[src/rtl/core/tdetc_pkg.sv]
// trade date and event time check: shared types, constants and calendar tables
// no dependencies; imported by every module of the block
`timescale 1ns / 1ps

package tdetc_pkg;

  localparam logic [31:0] DATE_LIMIT   = 32'd22010000;
  localparam logic [26:0] YEAR_RECIP   = 27'd109951163;
  localparam int          YEAR_SHIFT   = 40;
  localparam logic [13:0] HUND_RECIP   = 14'd10486;
  localparam int          HUND_SHIFT   = 20;
  localparam logic [13:0] TEN_THOUSAND = 14'd10000;
  localparam logic [6:0]  HUNDRED      = 7'd100;

  localparam logic [11:0] YEAR_MIN      = 12'd1992;
  localparam logic [11:0] YEAR_NOLEAP_A = 12'd2100;
  localparam logic [11:0] YEAR_NOLEAP_B = 12'd2200;
  localparam logic [11:0] ERA_SPLIT     = 12'd2000;
  localparam logic [11:0] ERA_LO_BASE   = 12'd1600;
  localparam logic [17:0] ERA_HI_ADJ    = 18'd11017;
  localparam logic [17:0] ERA_LO_ADJ    = 18'd135080;

  localparam logic [16:0] SEC_PER_DAY = 17'd86400;
  localparam logic [29:0] NS_PER_SEC  = 30'd1000000000;
  localparam logic [63:0] NS_PER_DAY  = 64'd86400000000000;

  localparam logic signed [16:0] ZONE_OFFSET_RESET = 17'sd28800;

  typedef struct packed {
    logic [31:0]        date_digits;
    logic               time_present;
    logic [63:0]        ns_since_midnight;
    logic signed [63:0] event_unix_ns;
  } tdetc_in_t;

  typedef struct packed {
    logic        date_ok;
    logic [16:0] epoch_days;
    logic        time_consistent;
  } tdetc_out_t;

  typedef struct packed {
    logic        present;
    logic        zero_ok;
    logic        ns_ok;
    logic [63:0] target;
  } tdetc_side_t;

  typedef struct packed {
    logic        ok;
    logic [11:0] year;
    logic [3:0]  month;
    logic [4:0]  day;
  } tdetc_date_t;

  typedef struct packed {
    logic        ok;
    logic [16:0] days;
  } tdetc_days_t;

  function automatic logic [4:0] month_len(input logic [3:0] m, input logic leap);
    logic [4:0] len;
    unique case (m)
      4'd1, 4'd3, 4'd5, 4'd7, 4'd8, 4'd10, 4'd12: len = 5'd31;
      4'd4, 4'd6, 4'd9, 4'd11:                    len = 5'd30;
      4'd2:                                       len = leap ? 5'd29 : 5'd28;
      default:                                    len = 5'd0;
    endcase
    return len;
  endfunction

  // days before the month, year starting in march
  function automatic logic [8:0] march_cum(input logic [3:0] am);
    logic [8:0] c;
    unique case (am)
      4'd0:    c = 9'd0;
      4'd1:    c = 9'd31;
      4'd2:    c = 9'd61;
      4'd3:    c = 9'd92;
      4'd4:    c = 9'd122;
      4'd5:    c = 9'd153;
      4'd6:    c = 9'd184;
      4'd7:    c = 9'd214;
      4'd8:    c = 9'd245;
      4'd9:    c = 9'd275;
      4'd10:   c = 9'd306;
      4'd11:   c = 9'd337;
      default: c = 9'd0;
    endcase
    return c;
  endfunction

endpackage

[src/rtl/core/tdetc_date_split.sv]
// date digit split and calendar check, four pipeline stages
// depends on tdetc_pkg; also prepares the time side fields
`timescale 1ns / 1ps

module tdetc_date_split (
  input  logic                   clk,
  input  logic                   rst_n,
  input  logic                   adv,
  input  logic                   in_v,
  input  tdetc_pkg::tdetc_in_t   in_item,
  output logic                   out_v,
  output tdetc_pkg::tdetc_date_t out_date,
  output tdetc_pkg::tdetc_side_t out_side
);
  import tdetc_pkg::*;

  logic [24:0] d_lo;
  logic [51:0] yprod;
  tdetc_side_t side_nxt;

  logic        s1_v_r, s2_v_r, s3_v_r, s4_v_r;
  logic        s1_bad_r;
  logic [11:0] s1_year_r, s2_year_r, s3_year_r;
  logic [24:0] s1_dlo_r;
  tdetc_side_t s1_side_r, s2_side_r, s3_side_r, s4_side_r;

  logic [25:0] ykilo;
  logic [25:0] rem_w;
  logic [13:0] s2_rem_r, s3_rem_r;
  logic        s2_yok_r, s3_yok_r;

  logic [27:0] mprod;
  logic [6:0]  s3_mon_r;

  logic [13:0] mhund;
  logic [13:0] dd_w;
  logic [6:0]  dd;
  logic        leap;
  logic [4:0]  lim;
  logic        ok_nxt;
  tdetc_date_t s4_date_r;

  assign d_lo  = in_item.date_digits[24:0];
  assign yprod = d_lo * YEAR_RECIP;

  assign side_nxt.present = in_item.time_present;
  assign side_nxt.zero_ok = (in_item.ns_since_midnight == 64'd0) &&
                            (in_item.event_unix_ns == 64'sd0);
  assign side_nxt.ns_ok   = in_item.ns_since_midnight < NS_PER_DAY;
  assign side_nxt.target  = in_item.event_unix_ns - in_item.ns_since_midnight;

  assign ykilo = s1_year_r * TEN_THOUSAND;
  assign rem_w = {1'b0, s1_dlo_r} - ykilo;

  assign mprod = s2_rem_r * HUND_RECIP;

  assign mhund  = s3_mon_r * HUNDRED;
  assign dd_w   = s3_rem_r - mhund;
  assign dd     = dd_w[6:0];
  assign leap   = (s3_year_r[1:0] == 2'd0) && (s3_year_r != YEAR_NOLEAP_A) &&
                  (s3_year_r != YEAR_NOLEAP_B);
  assign lim    = month_len(s3_mon_r[3:0], leap);
  assign ok_nxt = s3_yok_r && (s3_mon_r >= 7'd1) && (s3_mon_r <= 7'd12) &&
                  (dd != 7'd0) && (dd <= {2'b00, lim});

  always_ff @(posedge clk) begin
    if (!rst_n) begin
      s1_v_r <= 1'b0;
      s2_v_r <= 1'b0;
      s3_v_r <= 1'b0;
      s4_v_r <= 1'b0;
    end else if (adv) begin
      s1_v_r <= in_v;
      s2_v_r <= s1_v_r;
      s3_v_r <= s2_v_r;
      s4_v_r <= s3_v_r;
    end
  end

  always_ff @(posedge clk) begin
    if (adv) begin
      s1_bad_r  <= in_item.date_digits >= DATE_LIMIT;
      s1_year_r <= yprod[YEAR_SHIFT+11:YEAR_SHIFT];
      s1_dlo_r  <= d_lo;
      s1_side_r <= side_nxt;

      s2_year_r <= s1_year_r;
      s2_rem_r  <= rem_w[13:0];
      s2_yok_r  <= !s1_bad_r && (s1_year_r >= YEAR_MIN);
      s2_side_r <= s1_side_r;

      s3_year_r <= s2_year_r;
      s3_rem_r  <= s2_rem_r;
      s3_yok_r  <= s2_yok_r;
      s3_mon_r  <= mprod[HUND_SHIFT+6:HUND_SHIFT];
      s3_side_r <= s2_side_r;

      s4_date_r.ok    <= ok_nxt;
      s4_date_r.year  <= s3_year_r;
      s4_date_r.month <= s3_mon_r[3:0];
      s4_date_r.day   <= dd[4:0];
      s4_side_r       <= s3_side_r;
    end
  end

  assign out_v    = s4_v_r;
  assign out_date = s4_date_r;
  assign out_side = s4_side_r;

  a_date_fields : assert property (@(posedge clk) disable iff (!rst_n)
    (s4_v_r && s4_date_r.ok) |-> (s4_date_r.month >= 4'd1 && s4_date_r.month <= 4'd12 &&
                                  s4_date_r.day != 5'd0 && s4_date_r.year >= YEAR_MIN &&
                                  s4_date_r.year <= YEAR_NOLEAP_B))
    else $error("accepted date has fields out of range");

endmodule

[src/rtl/core/tdetc_civil_days.sv]
// days from civil date to days since 1970-01-01, two pipeline stages
// depends on tdetc_pkg; fed by tdetc_date_split
`timescale 1ns / 1ps

module tdetc_civil_days (
  input  logic                   clk,
  input  logic                   rst_n,
  input  logic                   adv,
  input  logic                   in_v,
  input  tdetc_pkg::tdetc_date_t in_date,
  input  tdetc_pkg::tdetc_side_t in_side,
  output logic                   out_v,
  output tdetc_pkg::tdetc_days_t out_days,
  output tdetc_pkg::tdetc_side_t out_side
);
  import tdetc_pkg::*;

  logic [11:0] ay;
  logic        era_hi;
  logic [11:0] yoe_w;
  logic [3:0]  am;
  logic [8:0]  doy;

  logic        s5_v_r, s6_v_r;
  logic        s5_ok_r;
  logic        s5_era_r;
  logic [8:0]  s5_yoe_r;
  logic [8:0]  s5_doy_r;
  tdetc_side_t s5_side_r, s6_side_r;

  logic [1:0]  ycent;
  logic [17:0] doe;
  logic [17:0] days_w;
  tdetc_days_t s6_days_r;

  assign ay     = in_date.year - {11'd0, (in_date.month <= 4'd2)};
  assign era_hi = ay >= ERA_SPLIT;
  assign yoe_w  = ay - (era_hi ? ERA_SPLIT : ERA_LO_BASE);
  assign am     = (in_date.month > 4'd2) ? in_date.month - 4'd3 : in_date.month + 4'd9;
  assign doy    = march_cum(am) + {4'd0, in_date.day} - 9'd1;

  always_comb begin
    priority if (s5_yoe_r >= 9'd300) ycent = 2'd3;
    else if (s5_yoe_r >= 9'd200)     ycent = 2'd2;
    else if (s5_yoe_r >= 9'd100)     ycent = 2'd1;
    else                             ycent = 2'd0;
  end

  assign doe    = 18'(s5_yoe_r) * 18'd365 + 18'(s5_yoe_r[8:2]) - 18'(ycent) +
                  18'(s5_doy_r);
  assign days_w = s5_era_r ? doe + ERA_HI_ADJ : doe - ERA_LO_ADJ;

  always_ff @(posedge clk) begin
    if (!rst_n) begin
      s5_v_r <= 1'b0;
      s6_v_r <= 1'b0;
    end else if (adv) begin
      s5_v_r <= in_v;
      s6_v_r <= s5_v_r;
    end
  end

  always_ff @(posedge clk) begin
    if (adv) begin
      s5_ok_r   <= in_date.ok;
      s5_era_r  <= era_hi;
      s5_yoe_r  <= yoe_w[8:0];
      s5_doy_r  <= doy;
      s5_side_r <= in_side;

      s6_days_r.ok   <= s5_ok_r;
      s6_days_r.days <= s5_ok_r ? days_w[16:0] : 17'd0;
      s6_side_r      <= s5_side_r;
    end
  end

  assign out_v    = s6_v_r;
  assign out_days = s6_days_r;
  assign out_side = s6_side_r;

  a_days_span : assert property (@(posedge clk) disable iff (!rst_n)
    (s6_v_r && s6_days_r.ok) |-> (s6_days_r.days >= 17'd8035 && s6_days_r.days <= 17'd84737))
    else $error("day count of a valid date out of span");

endmodule

[src/rtl/core/tdetc_time_check.sv]
// expected event time from day count and zone offset, compare, output register
// depends on tdetc_pkg; fed by tdetc_civil_days
`timescale 1ns / 1ps

module tdetc_time_check (
  input  logic                   clk,
  input  logic                   rst_n,
  input  logic                   adv,
  input  logic                   in_v,
  input  tdetc_pkg::tdetc_days_t in_days,
  input  tdetc_pkg::tdetc_side_t in_side,
  input  logic signed [16:0]     zone_off,
  output logic                   out_v,
  output tdetc_pkg::tdetc_out_t  out_item
);
  import tdetc_pkg::*;

  logic [33:0]        dprod;
  logic [34:0]        secs;
  logic               s7_v_r, s8_v_r, s9_v_r;
  logic [34:0]        s7_secs_r;
  tdetc_days_t        s7_days_r, s8_days_r;
  tdetc_side_t        s7_side_r, s8_side_r;

  logic [46:0]        plo;
  logic signed [48:0] phi;
  logic [46:0]        s8_plo_r;
  logic signed [48:0] s8_phi_r;

  logic [63:0]        expect_ns;
  logic               cons;
  tdetc_out_t         s9_item_r;

  assign dprod = in_days.days * SEC_PER_DAY;
  assign secs  = {1'b0, dprod} - {{18{zone_off[16]}}, zone_off};

  assign plo = s7_secs_r[16:0] * NS_PER_SEC;
  assign phi = $signed(s7_secs_r[34:17]) * $signed({1'b0, NS_PER_SEC});

  assign expect_ns = 64'(s8_plo_r) + {s8_phi_r[46:0], 17'd0};
  assign cons      = s8_side_r.present ?
                     (s8_side_r.ns_ok && s8_days_r.ok && (expect_ns == s8_side_r.target)) :
                     s8_side_r.zero_ok;

  always_ff @(posedge clk) begin
    if (!rst_n) begin
      s7_v_r <= 1'b0;
      s8_v_r <= 1'b0;
      s9_v_r <= 1'b0;
    end else if (adv) begin
      s7_v_r <= in_v;
      s8_v_r <= s7_v_r;
      s9_v_r <= s8_v_r;
    end
  end

  always_ff @(posedge clk) begin
    if (adv) begin
      s7_secs_r <= secs;
      s7_days_r <= in_days;
      s7_side_r <= in_side;

      s8_plo_r  <= plo;
      s8_phi_r  <= phi;
      s8_days_r <= s7_days_r;
      s8_side_r <= s7_side_r;

      s9_item_r.date_ok         <= s8_days_r.ok;
      s9_item_r.epoch_days      <= s8_days_r.days;
      s9_item_r.time_consistent <= cons;
    end
  end

  assign out_v    = s9_v_r;
  assign out_item = s9_item_r;

  a_days_zero : assert property (@(posedge clk) disable iff (!rst_n)
    (s9_v_r && !s9_item_r.date_ok) |-> (s9_item_r.epoch_days == 17'd0))
    else $error("invalid date carries a day count");

  a_timed_needs_date : assert property (@(posedge clk) disable iff (!rst_n)
    (adv && s8_v_r && s8_side_r.present && !s8_days_r.ok) |=>
      (s9_v_r && !s9_item_r.time_consistent))
    else $error("timed record marked consistent without a valid date");

endmodule

[src/rtl/core/trade_date_event_time_check.sv]
// top level of the trade date and event time check
// depends on tdetc_pkg, tdetc_date_split, tdetc_civil_days, tdetc_time_check
//
//   channel   direction  ports                          transfer when
//   in        input      in_valid in_ready in_item      in_valid && in_ready
//   out       output     out_valid out_ready out_item   out_valid && out_ready
//   cfg       input      cfg_wr_en cfg_wr_data          cfg_wr_en
//
// nine register stages, one transfer per cycle unless out_ready stalls; output
// valid follows an input transfer through them; the last is the output register
// the pipeline moves as one: it advances when the output register is empty or taken
// reset clears every stage valid bit and loads the zone offset with 28800
// a stall on out_ready freezes all stages, so in_ready drops in the same cycle
`timescale 1ns / 1ps

module trade_date_event_time_check (
  input  logic                  clk,
  input  logic                  rst_n,
  input  logic                  in_valid,
  output logic                  in_ready,
  input  tdetc_pkg::tdetc_in_t  in_item,
  output logic                  out_valid,
  input  logic                  out_ready,
  output tdetc_pkg::tdetc_out_t out_item,
  input  logic                  cfg_wr_en,
  input  logic signed [16:0]    cfg_wr_data
);
  import tdetc_pkg::*;

  logic signed [16:0] zone_off_r;
  logic               adv;

  logic               date_v;
  tdetc_date_t        date_q;
  tdetc_side_t        date_side;
  logic               days_v;
  tdetc_days_t        days_q;
  tdetc_side_t        days_side;

  always_ff @(posedge clk) begin
    if (!rst_n) begin
      zone_off_r <= ZONE_OFFSET_RESET;
    end else if (cfg_wr_en) begin
      zone_off_r <= cfg_wr_data;
    end
  end

  assign adv      = !out_valid || out_ready;
  assign in_ready = adv;

  tdetc_date_split u_date (
    .clk      (clk),
    .rst_n    (rst_n),
    .adv      (adv),
    .in_v     (in_valid),
    .in_item  (in_item),
    .out_v    (date_v),
    .out_date (date_q),
    .out_side (date_side)
  );

  tdetc_civil_days u_civil (
    .clk      (clk),
    .rst_n    (rst_n),
    .adv      (adv),
    .in_v     (date_v),
    .in_date  (date_q),
    .in_side  (date_side),
    .out_v    (days_v),
    .out_days (days_q),
    .out_side (days_side)
  );

  tdetc_time_check u_time (
    .clk      (clk),
    .rst_n    (rst_n),
    .adv      (adv),
    .in_v     (days_v),
    .in_days  (days_q),
    .in_side  (days_side),
    .zone_off (zone_off_r),
    .out_v    (out_valid),
    .out_item (out_item)
  );

  a_cfg_load : assert property (@(posedge clk) disable iff (!rst_n)
    cfg_wr_en |=> (zone_off_r == $past(cfg_wr_data)))
    else $error("zone offset write not taken");

endmodule
[config.mk]
export PLATFORM = sky130hd
export DESIGN_NAME = trade_date_event_time_check
export DESIGN_NICKNAME = d
export VERILOG_FILES = /design/src/rtl/core/tdetc_pkg.sv /design/src/rtl/core/tdetc_date_split.sv /design/src/rtl/core/tdetc_civil_days.sv /design/src/rtl/core/tdetc_time_check.sv /design/src/rtl/core/trade_date_event_time_check.sv
export SDC_FILE = /design/constraint.sdc
export NUM_CORES = 2
export LEC_CHECK = 0
export ABC_CLOCK_PERIOD_IN_PS = 31900
export BUFFER_PORTS_ARGS = -buffer_cell sky130_fd_sc_hd__buf_2
export CAP_MARGIN = 10
export CORE_MARGIN = 4
export CORE_UTILIZATION = 55
export DETAILED_ROUTE_END_ITERATION = 7
export PLACE_DENSITY_LB_ADDON = 0.1
export SETUP_SLACK_MARGIN = 0.2
export SYNTH_ARGS = -nofsm -noshare
export SYNTH_HDL_FRONTEND = slang
export SYNTH_HIERARCHICAL = 1
export SYNTH_SLANG_ARGS = --single-unit
[constraint.sdc]
create_clock -name clk -period 31.9 [get_ports clk]
set_clock_uncertainty 0.1 [all_clocks]
set_input_delay 4.785 -clock clk [delete_from_list [all_inputs] [get_ports clk]]
set_output_delay 4.785 -clock clk [all_outputs]
set_load 0.01 [all_outputs]
### Word level (Yosys, flattened, before mapping)

Memories as Yosys holds them, arrays and structs flattened.
Cells that the tools add are included.

* multipliers: 8
* muxes and demuxes: 9
* reductions and logical operators: 19
* magnitude comparators: 12
* eq/ne operators: 15
* add/subtract/negate cells: 16

Operator list (number)
* zero test 64 bit: 2
* adder 47 x 64 -> 64 bit: 1
* equality test 64 bit: 1
* < comparator 64 x 47 -> 1 bit (second input constant): 1
* subtractor 64 bit: 1
* multiplier 25 x 27 -> 52 bit (second input constant): 1
* multiplier 17 x 21 -> 38 bit (second input constant): 1
* multiplier 18 x 22 -> 38 bit (second input constant): 1
* subtractor 34 x 35 -> 35 bit: 1
* >= comparator 32 x 25 -> 1 bit (second input constant): 1
* multiplier 17 x 10 -> 27 bit (second input constant): 1
* multiplier 14 x 13 -> 26 bit (second input constant): 1
* >= comparator 12 x 11 -> 1 bit (second input constant): 2
* inequality test 12 bit (second input constant): 2
* equality test 4 bit (second input constant): 5
* adder 17 x 14 -> 17 bit (second input constant): 1
* adder 17 x 7 -> 17 bit: 1
* adder 17 x 9 -> 17 bit: 1
* multiplier 9 x 9 -> 17 bit (second input constant): 1
* two-way mux 17 bit: 1
* subtractor 17 x 12 -> 17 bit (second input constant): 1
* subtractor 17 x 2 -> 17 bit: 1
* equality test 4 x 3 -> 1 bit (second input constant): 4
* one-hot mux 5 bit (3 select lines): 1
* other kinds (31): 45

* flip-flop bits (word level): 869
* ROM bits: 144
* memories: 1

Memories
* (no name shown): depth 16, bits a word 9, read ports 1, clocked after memory_dff 0, wr ports 0, RTL line tdetc_pkg.sv:75 `unique case (am)`

### Longest topological paths before layout

* word-level depth: 8
* gate-level depth with buffers: 28

### Hierarchy

The synthesis kept the hierarchy.

By module, submodules not included
* tdetc_date_split: cells an instance 2684, sequential area each 11220.8 sq um, area an instance 31865.6 sq um, instances 1
* tdetc_time_check: cells an instance 2579, sequential area each 9068.7 sq um, area an instance 29498.3 sq um, instances 1
* tdetc_civil_days: cells an instance 725, sequential area each 5205.0 sq um, area an instance 9674.3 sq um, instances 1
* trade_date_event_time_check: cells an instance 55, sequential area each 340.3 sq um, area an instance 648.1 sq um, instances 1

### Worst setup path before layout

Ideal clock, no wire load.

* path type: input port to output port
* from: input out_ready
* to: output in_ready
* slack: 1.928 ns
* buffers on the path: 0
* arrival: 25.087 ns
* stages: 1
* required time: 27.015 ns
* path through: nand2b_1

* word-level cells in the longest chain between the ends: 1

RTL lines
* start, declared: RTL line trade_date_event_time_check.sv:23 `input logic out_ready,`
* logical OR 1 bit: RTL line trade_date_event_time_check.sv:48 `assign adv = !out_valid || out_ready;`
* end, declared: RTL line trade_date_event_time_check.sv:20 `output logic in_ready,`

Every way passes these cells.

### Worst setup path after layout

* from: input in_item[133] (netlist bit)
* to: register u_date.s1_year_r[7], data pin

* word-level cells in the longest chain between the ends: 1

RTL lines
* start, declared: RTL line trade_date_event_time_check.sv:21 `input tdetc_pkg::tdetc_in_t in_item,`
* multiplier 25 x 27 -> 52 bit: RTL line tdetc_date_split.sv:44 `assign yprod = d_lo * YEAR_RECIP;`
* net u_date.yprod[47]: RTL line tdetc_date_split.sv:18 `logic [51:0] yprod;`
* end signal, assigned: RTL line tdetc_date_split.sv:83 `s1_year_r <= yprod[YEAR_SHIFT+11:YEAR_SHIFT];`
* end, declared: RTL line tdetc_date_split.sv:23 `logic [11:0] s1_year_r, s2_year_r, s3_year_r;`

The timed path passes the listed nets, and every way through them passes these cells.
A chain may end at the register's enable or synchronous reset.

==> results.rst <==
.. list-table::
   :header-rows: 1

   * - Metric
     - Value
   * - Highest net fanout along the worst path
     - 10
   * - WHS
     - 0.303 ns
   * - Total wirelength of the detailed-routed design
     - 156000 um
   * - Post-synthesis instance total
     - 6043
   * - Ratio of cells with drive above 1 in the final layout
     - 0.0673
   * - Sequential share of the synthesized area
     - 0.360
   * - Total DRC errors in the routed layout
     - 0
   * - Final Net Count
     - 8234
   * - Die Ht
     - 369 um
   * - Most frequent cells in the layout
     - sky130_fd_sc_hd__inv_1 (1359), sky130_fd_sc_hd__ha_1 (1005), sky130_fd_sc_hd__edfxtp_1 (843), sky130_fd_sc_hd__fa_1 (744), sky130_fd_sc_hd__a21oi_1 (252)
   * - Portion of synthesized cell area occupied by the leading cell type
     - 0.353
   * - Hold/Removal Path Class
     - reg2reg
   * - Area of the core
     - 129000 um2
   * - Routed wire per std cell
     - 19.2 um
   * - Setup slack after layout
     - 20.27 ns
   * - Horizontal extent of the die
     - 369 um
   * - Dominant cell type by area after synthesis
     - sky130_fd_sc_hd__edfxtp_1
   * - Number of setup buffers added after CTS
     - 0
   * - Top-level I/O count
     - 204
   * - Remaining antenna violation count
     - 0
   * - Pre-CTS setup slack
     - 19.60 ns
   * - Initial Util
     - 0.554
   * - Clock transition at the registers of the reported paths
     - 0.06 ns
   * - Status
     - complete, no violations
   * - Total Die Area
     - 136000 um2
   * - Iteration-0 DRC Markers
     - 2585
   * - Clock Tree Root
     - sky130_fd_sc_hd__clkbuf_16
   * - Final-report max-slew violation count
     - 0
   * - IO Port Bufs
     - 203
   * - Cell area after synthesis
     - 71700 um2
   * - Sinks on Clock Net
     - 869
   * - Number of endpoints with negative hold slack in the final report
     - 0
   * - Met2 usage
     - 0.373
   * - Dominant synthesized flop cell
     - sky130_fd_sc_hd__edfxtp_1
   * - Synth warn
     - 6
   * - Overall Global Routing Usage
     - 0.234
   * - Arrival time at the worst endpoint
     - 12.00 ns
   * - Count of distinct cell types in the synthesized netlist
     - 114
   * - Part of the cycle the worst path needs
     - 0.365
   * - Number of search-and-repair iterations in the first detailed-routing pass
     - 8
   * - Post-Route Setup TNS
     - 0 ns
   * - Antenna violations before repair
     - 3
   * - #FFs+latches synth
     - 869
   * - Finish-stage setup viols
     - 0
   * - # rows
     - 132
   * - CP endpoint kind
     - flip-flop
   * - Shortest clock period the worst path allows after layout
     - 11.63 ns
   * - Area added between synthesis and finish
     - 8.47%
   * - Critical Path Start Type
     - primary input
   * - Vias
     - 42766
   * - Worst Path Required
     - 32.27 ns
   * - Vias per inst
     - 5.27
   * - Met3 global-route usage
     - 0.0330
   * - Source-to-sink clock delay at the later pin of the worst-skew pair
     - 0.71 ns
   * - Maximum number of pins on one net before global-route repair
     - 191
   * - Unrepaired setup endpoints after global routing
     - false
   * - Tightest Pin Transition
     - 1.15 ns
   * - Crit path kind
     - in2reg
   * - Global-route congestion overflow total
     - 0
   * - Mean area per synthesized cell
     - 11.9 um2
   * - Fraction of met1 tracks used by global routing
     - 0.341
   * - # H-tree levels
     - 3
   * - Relative slew slack
     - 0.223
   * - RD Place Congestion
     - 0.953
   * - Highest-utilization routing layer at the global route stage
     - met2
   * - CTS buffer count
     - 88
   * - Ranking of synthesized cells by area
     - sky130_fd_sc_hd__edfxtp_1 (35%), sky130_fd_sc_hd__fa_1 (21%), sky130_fd_sc_hd__ha_1 (18%)
   * - CTS tree
     - built
   * - Most frequent standard cell in the layout excluding fill and tap cells
     - sky130_fd_sc_hd__inv_1
   * - Final HPWL from detailed placement
     - 129000 um
   * - Share of synthesized registers carrying an async set or reset
     - 0
   * - Number of resized instances in the post-cts repair step
     - 0
   * - Number of global-route vias before repair
     - 44353
   * - Synth Net Count
     - 7975
   * - Maximum root-to-sink buffer count
     - 3
   * - Max cap viols
     - 0
   * - Global-route wire length before repair
     - 248000 um
   * - Hold buffers post-CTS
     - 0
   * - Count of flip-flops with a built-in enable after synthesis
     - 843
   * - Maximum achievable frequency
     - 86.0 MHz
[area by class of cell]
class                   count  area, um2
flip-flops and latches    869      25800
fillers                 10716      51700
inverters                1359       5100
multi-input cells        3771      40500
diodes                      2       5.00
repair buffers            213       1120
well taps                1742       2180
clock inverters            63        727
clock buffers             103       2260
[flip-flops by register name, summed over array words and instances, names as in the netlist, 9 cells and up]
register / cells
u_civil/out_side: 67
u_date/out_side: 67
u_date/s2_side_r: 67
u_date/s1_dlo_r: 14
u_civil/out_days: 18
u_time/s8_plo_r: 38
u_time/s7_secs_r: 35
u_civil/s5_yoe_r: 9
u_date/s3_side_r: 67
u_civil/s5_doy_r: 9
u_time/s7_days_r: 18
u_time/s8_phi_r: 38
u_date/s1_side_r: 67
u_time/s8_side_r: 67
u_date/s2_year_r: 12
u_date/s2_rem_r: 14
u_date/s3_year_r: 12
u_date/s1_year_r: 12
u_time/s7_side_r: 67
u_time/s8_days_r: 18
u_time/out_item: 19
zone_off_r: 17
u_civil/s5_side_r: 67
u_date/out_date: 22
[worst max-delay path, cell delays in order]
cell and delay, ns:
sky130_fd_sc_hd__buf_2 0.25, sky130_fd_sc_hd__inv_1 0.15, sky130_fd_sc_hd__ha_1 0.54, sky130_fd_sc_hd__fa_1 0.49, sky130_fd_sc_hd__inv_1 0.08, sky130_fd_sc_hd__fa_1 0.43
sky130_fd_sc_hd__fa_1 0.51, sky130_fd_sc_hd__inv_1 0.04, sky130_fd_sc_hd__ha_1 0.33, sky130_fd_sc_hd__fa_1 0.54, sky130_fd_sc_hd__inv_1 0.05, sky130_fd_sc_hd__fa_1 0.52
sky130_fd_sc_hd__inv_1 0.04, sky130_fd_sc_hd__ha_1 0.29, sky130_fd_sc_hd__nand3_1 0.10, sky130_fd_sc_hd__or3_1 0.37, sky130_fd_sc_hd__o31a_1 0.41, sky130_fd_sc_hd__o32ai_1 0.93
sky130_fd_sc_hd__a41o_1 0.40, sky130_fd_sc_hd__a31oi_1 0.11, sky130_fd_sc_hd__nor2b_1 0.20, sky130_fd_sc_hd__o21ai_0 0.13, sky130_fd_sc_hd__a221oi_1 0.28
[cells in the mapped netlist (51+ instances only)]
cell type / instances
sky130_fd_sc_hd__xnor2_1: 225
sky130_fd_sc_hd__nor4_1: 56
sky130_fd_sc_hd__a21o_1: 91
sky130_fd_sc_hd__inv_1: 1359
sky130_fd_sc_hd__nor2b_1: 57
sky130_fd_sc_hd__nand4_1: 55
sky130_fd_sc_hd__nand3_1: 64
sky130_fd_sc_hd__fa_1: 744
sky130_fd_sc_hd__edfxtp_1: 843
sky130_fd_sc_hd__nand2_1: 176
sky130_fd_sc_hd__nor3_1: 51
sky130_fd_sc_hd__ha_1: 1005
sky130_fd_sc_hd__a21oi_1: 252
sky130_fd_sc_hd__nor2_1: 196
sky130_fd_sc_hd__xor2_1: 105
sky130_fd_sc_hd__o21ai_0: 143
[through the flow]
| stage | instance area, um2 | util | cells |
|---|---|---|---|
| floorplan | 71700 | - | 6043 |
| global placement | 74800 | 0.577 | 7954 |
| detailed placement | 74800 | 0.577 | 7954 |
| CTS | 77800 | 0.600 | 8120 |
| global route | 77800 | 0.600 | 8120 |
| finish | 77800 | 0.601 | 8122 |
[final timing paths]
path / slack, ns / cells past startpoint / start / to
worst max-delay path: 20.27 / 23 / in_item[133] / u_date/s1_year_r[7]
worst min-delay path: 0.30 / 0 / u_civil/s5_side_r[44] / u_civil/out_side[44]
worst max register to register: 24.75 / 21 / u_time/s7_secs_r[6] / u_time/s8_plo_r[46]
worst min register to register: 0.30 / 0 / u_civil/s5_side_r[44] / u_civil/out_side[44]
[logic make-up (layout without fill, tap and decap cells)]
kind of cell / Yosys count / in the layout / share of synthesized area
XOR/XNOR: 330 / 330 / 0.0403
flip-flops: 869 / 869 / 0.360
buffers and inverters: 1403 / 1738 / 0.0743
AO/OA/AOI/OAI: 821 / 821 / 0.0769
multiplexers: 36 / 36 / 0.00508
adder cells (fa/ha/maj): 1749 / 1749 / 0.383
other: 0 / 2 / 0
AND/OR/NAND/NOR: 835 / 835 / 0.0599
[per-layer routing]
layer | vias up | wire length (um)
met5 | - | 12
met4 | 2 | 3900
met3 | 183 | 7030
met2 | 833 | 70800
met1 | 20847 | 73800
li1 | 20901 | -
Power is not shown: default switching activity piles up to over one toggle a cycle in this logic, so the estimate is an artifact.
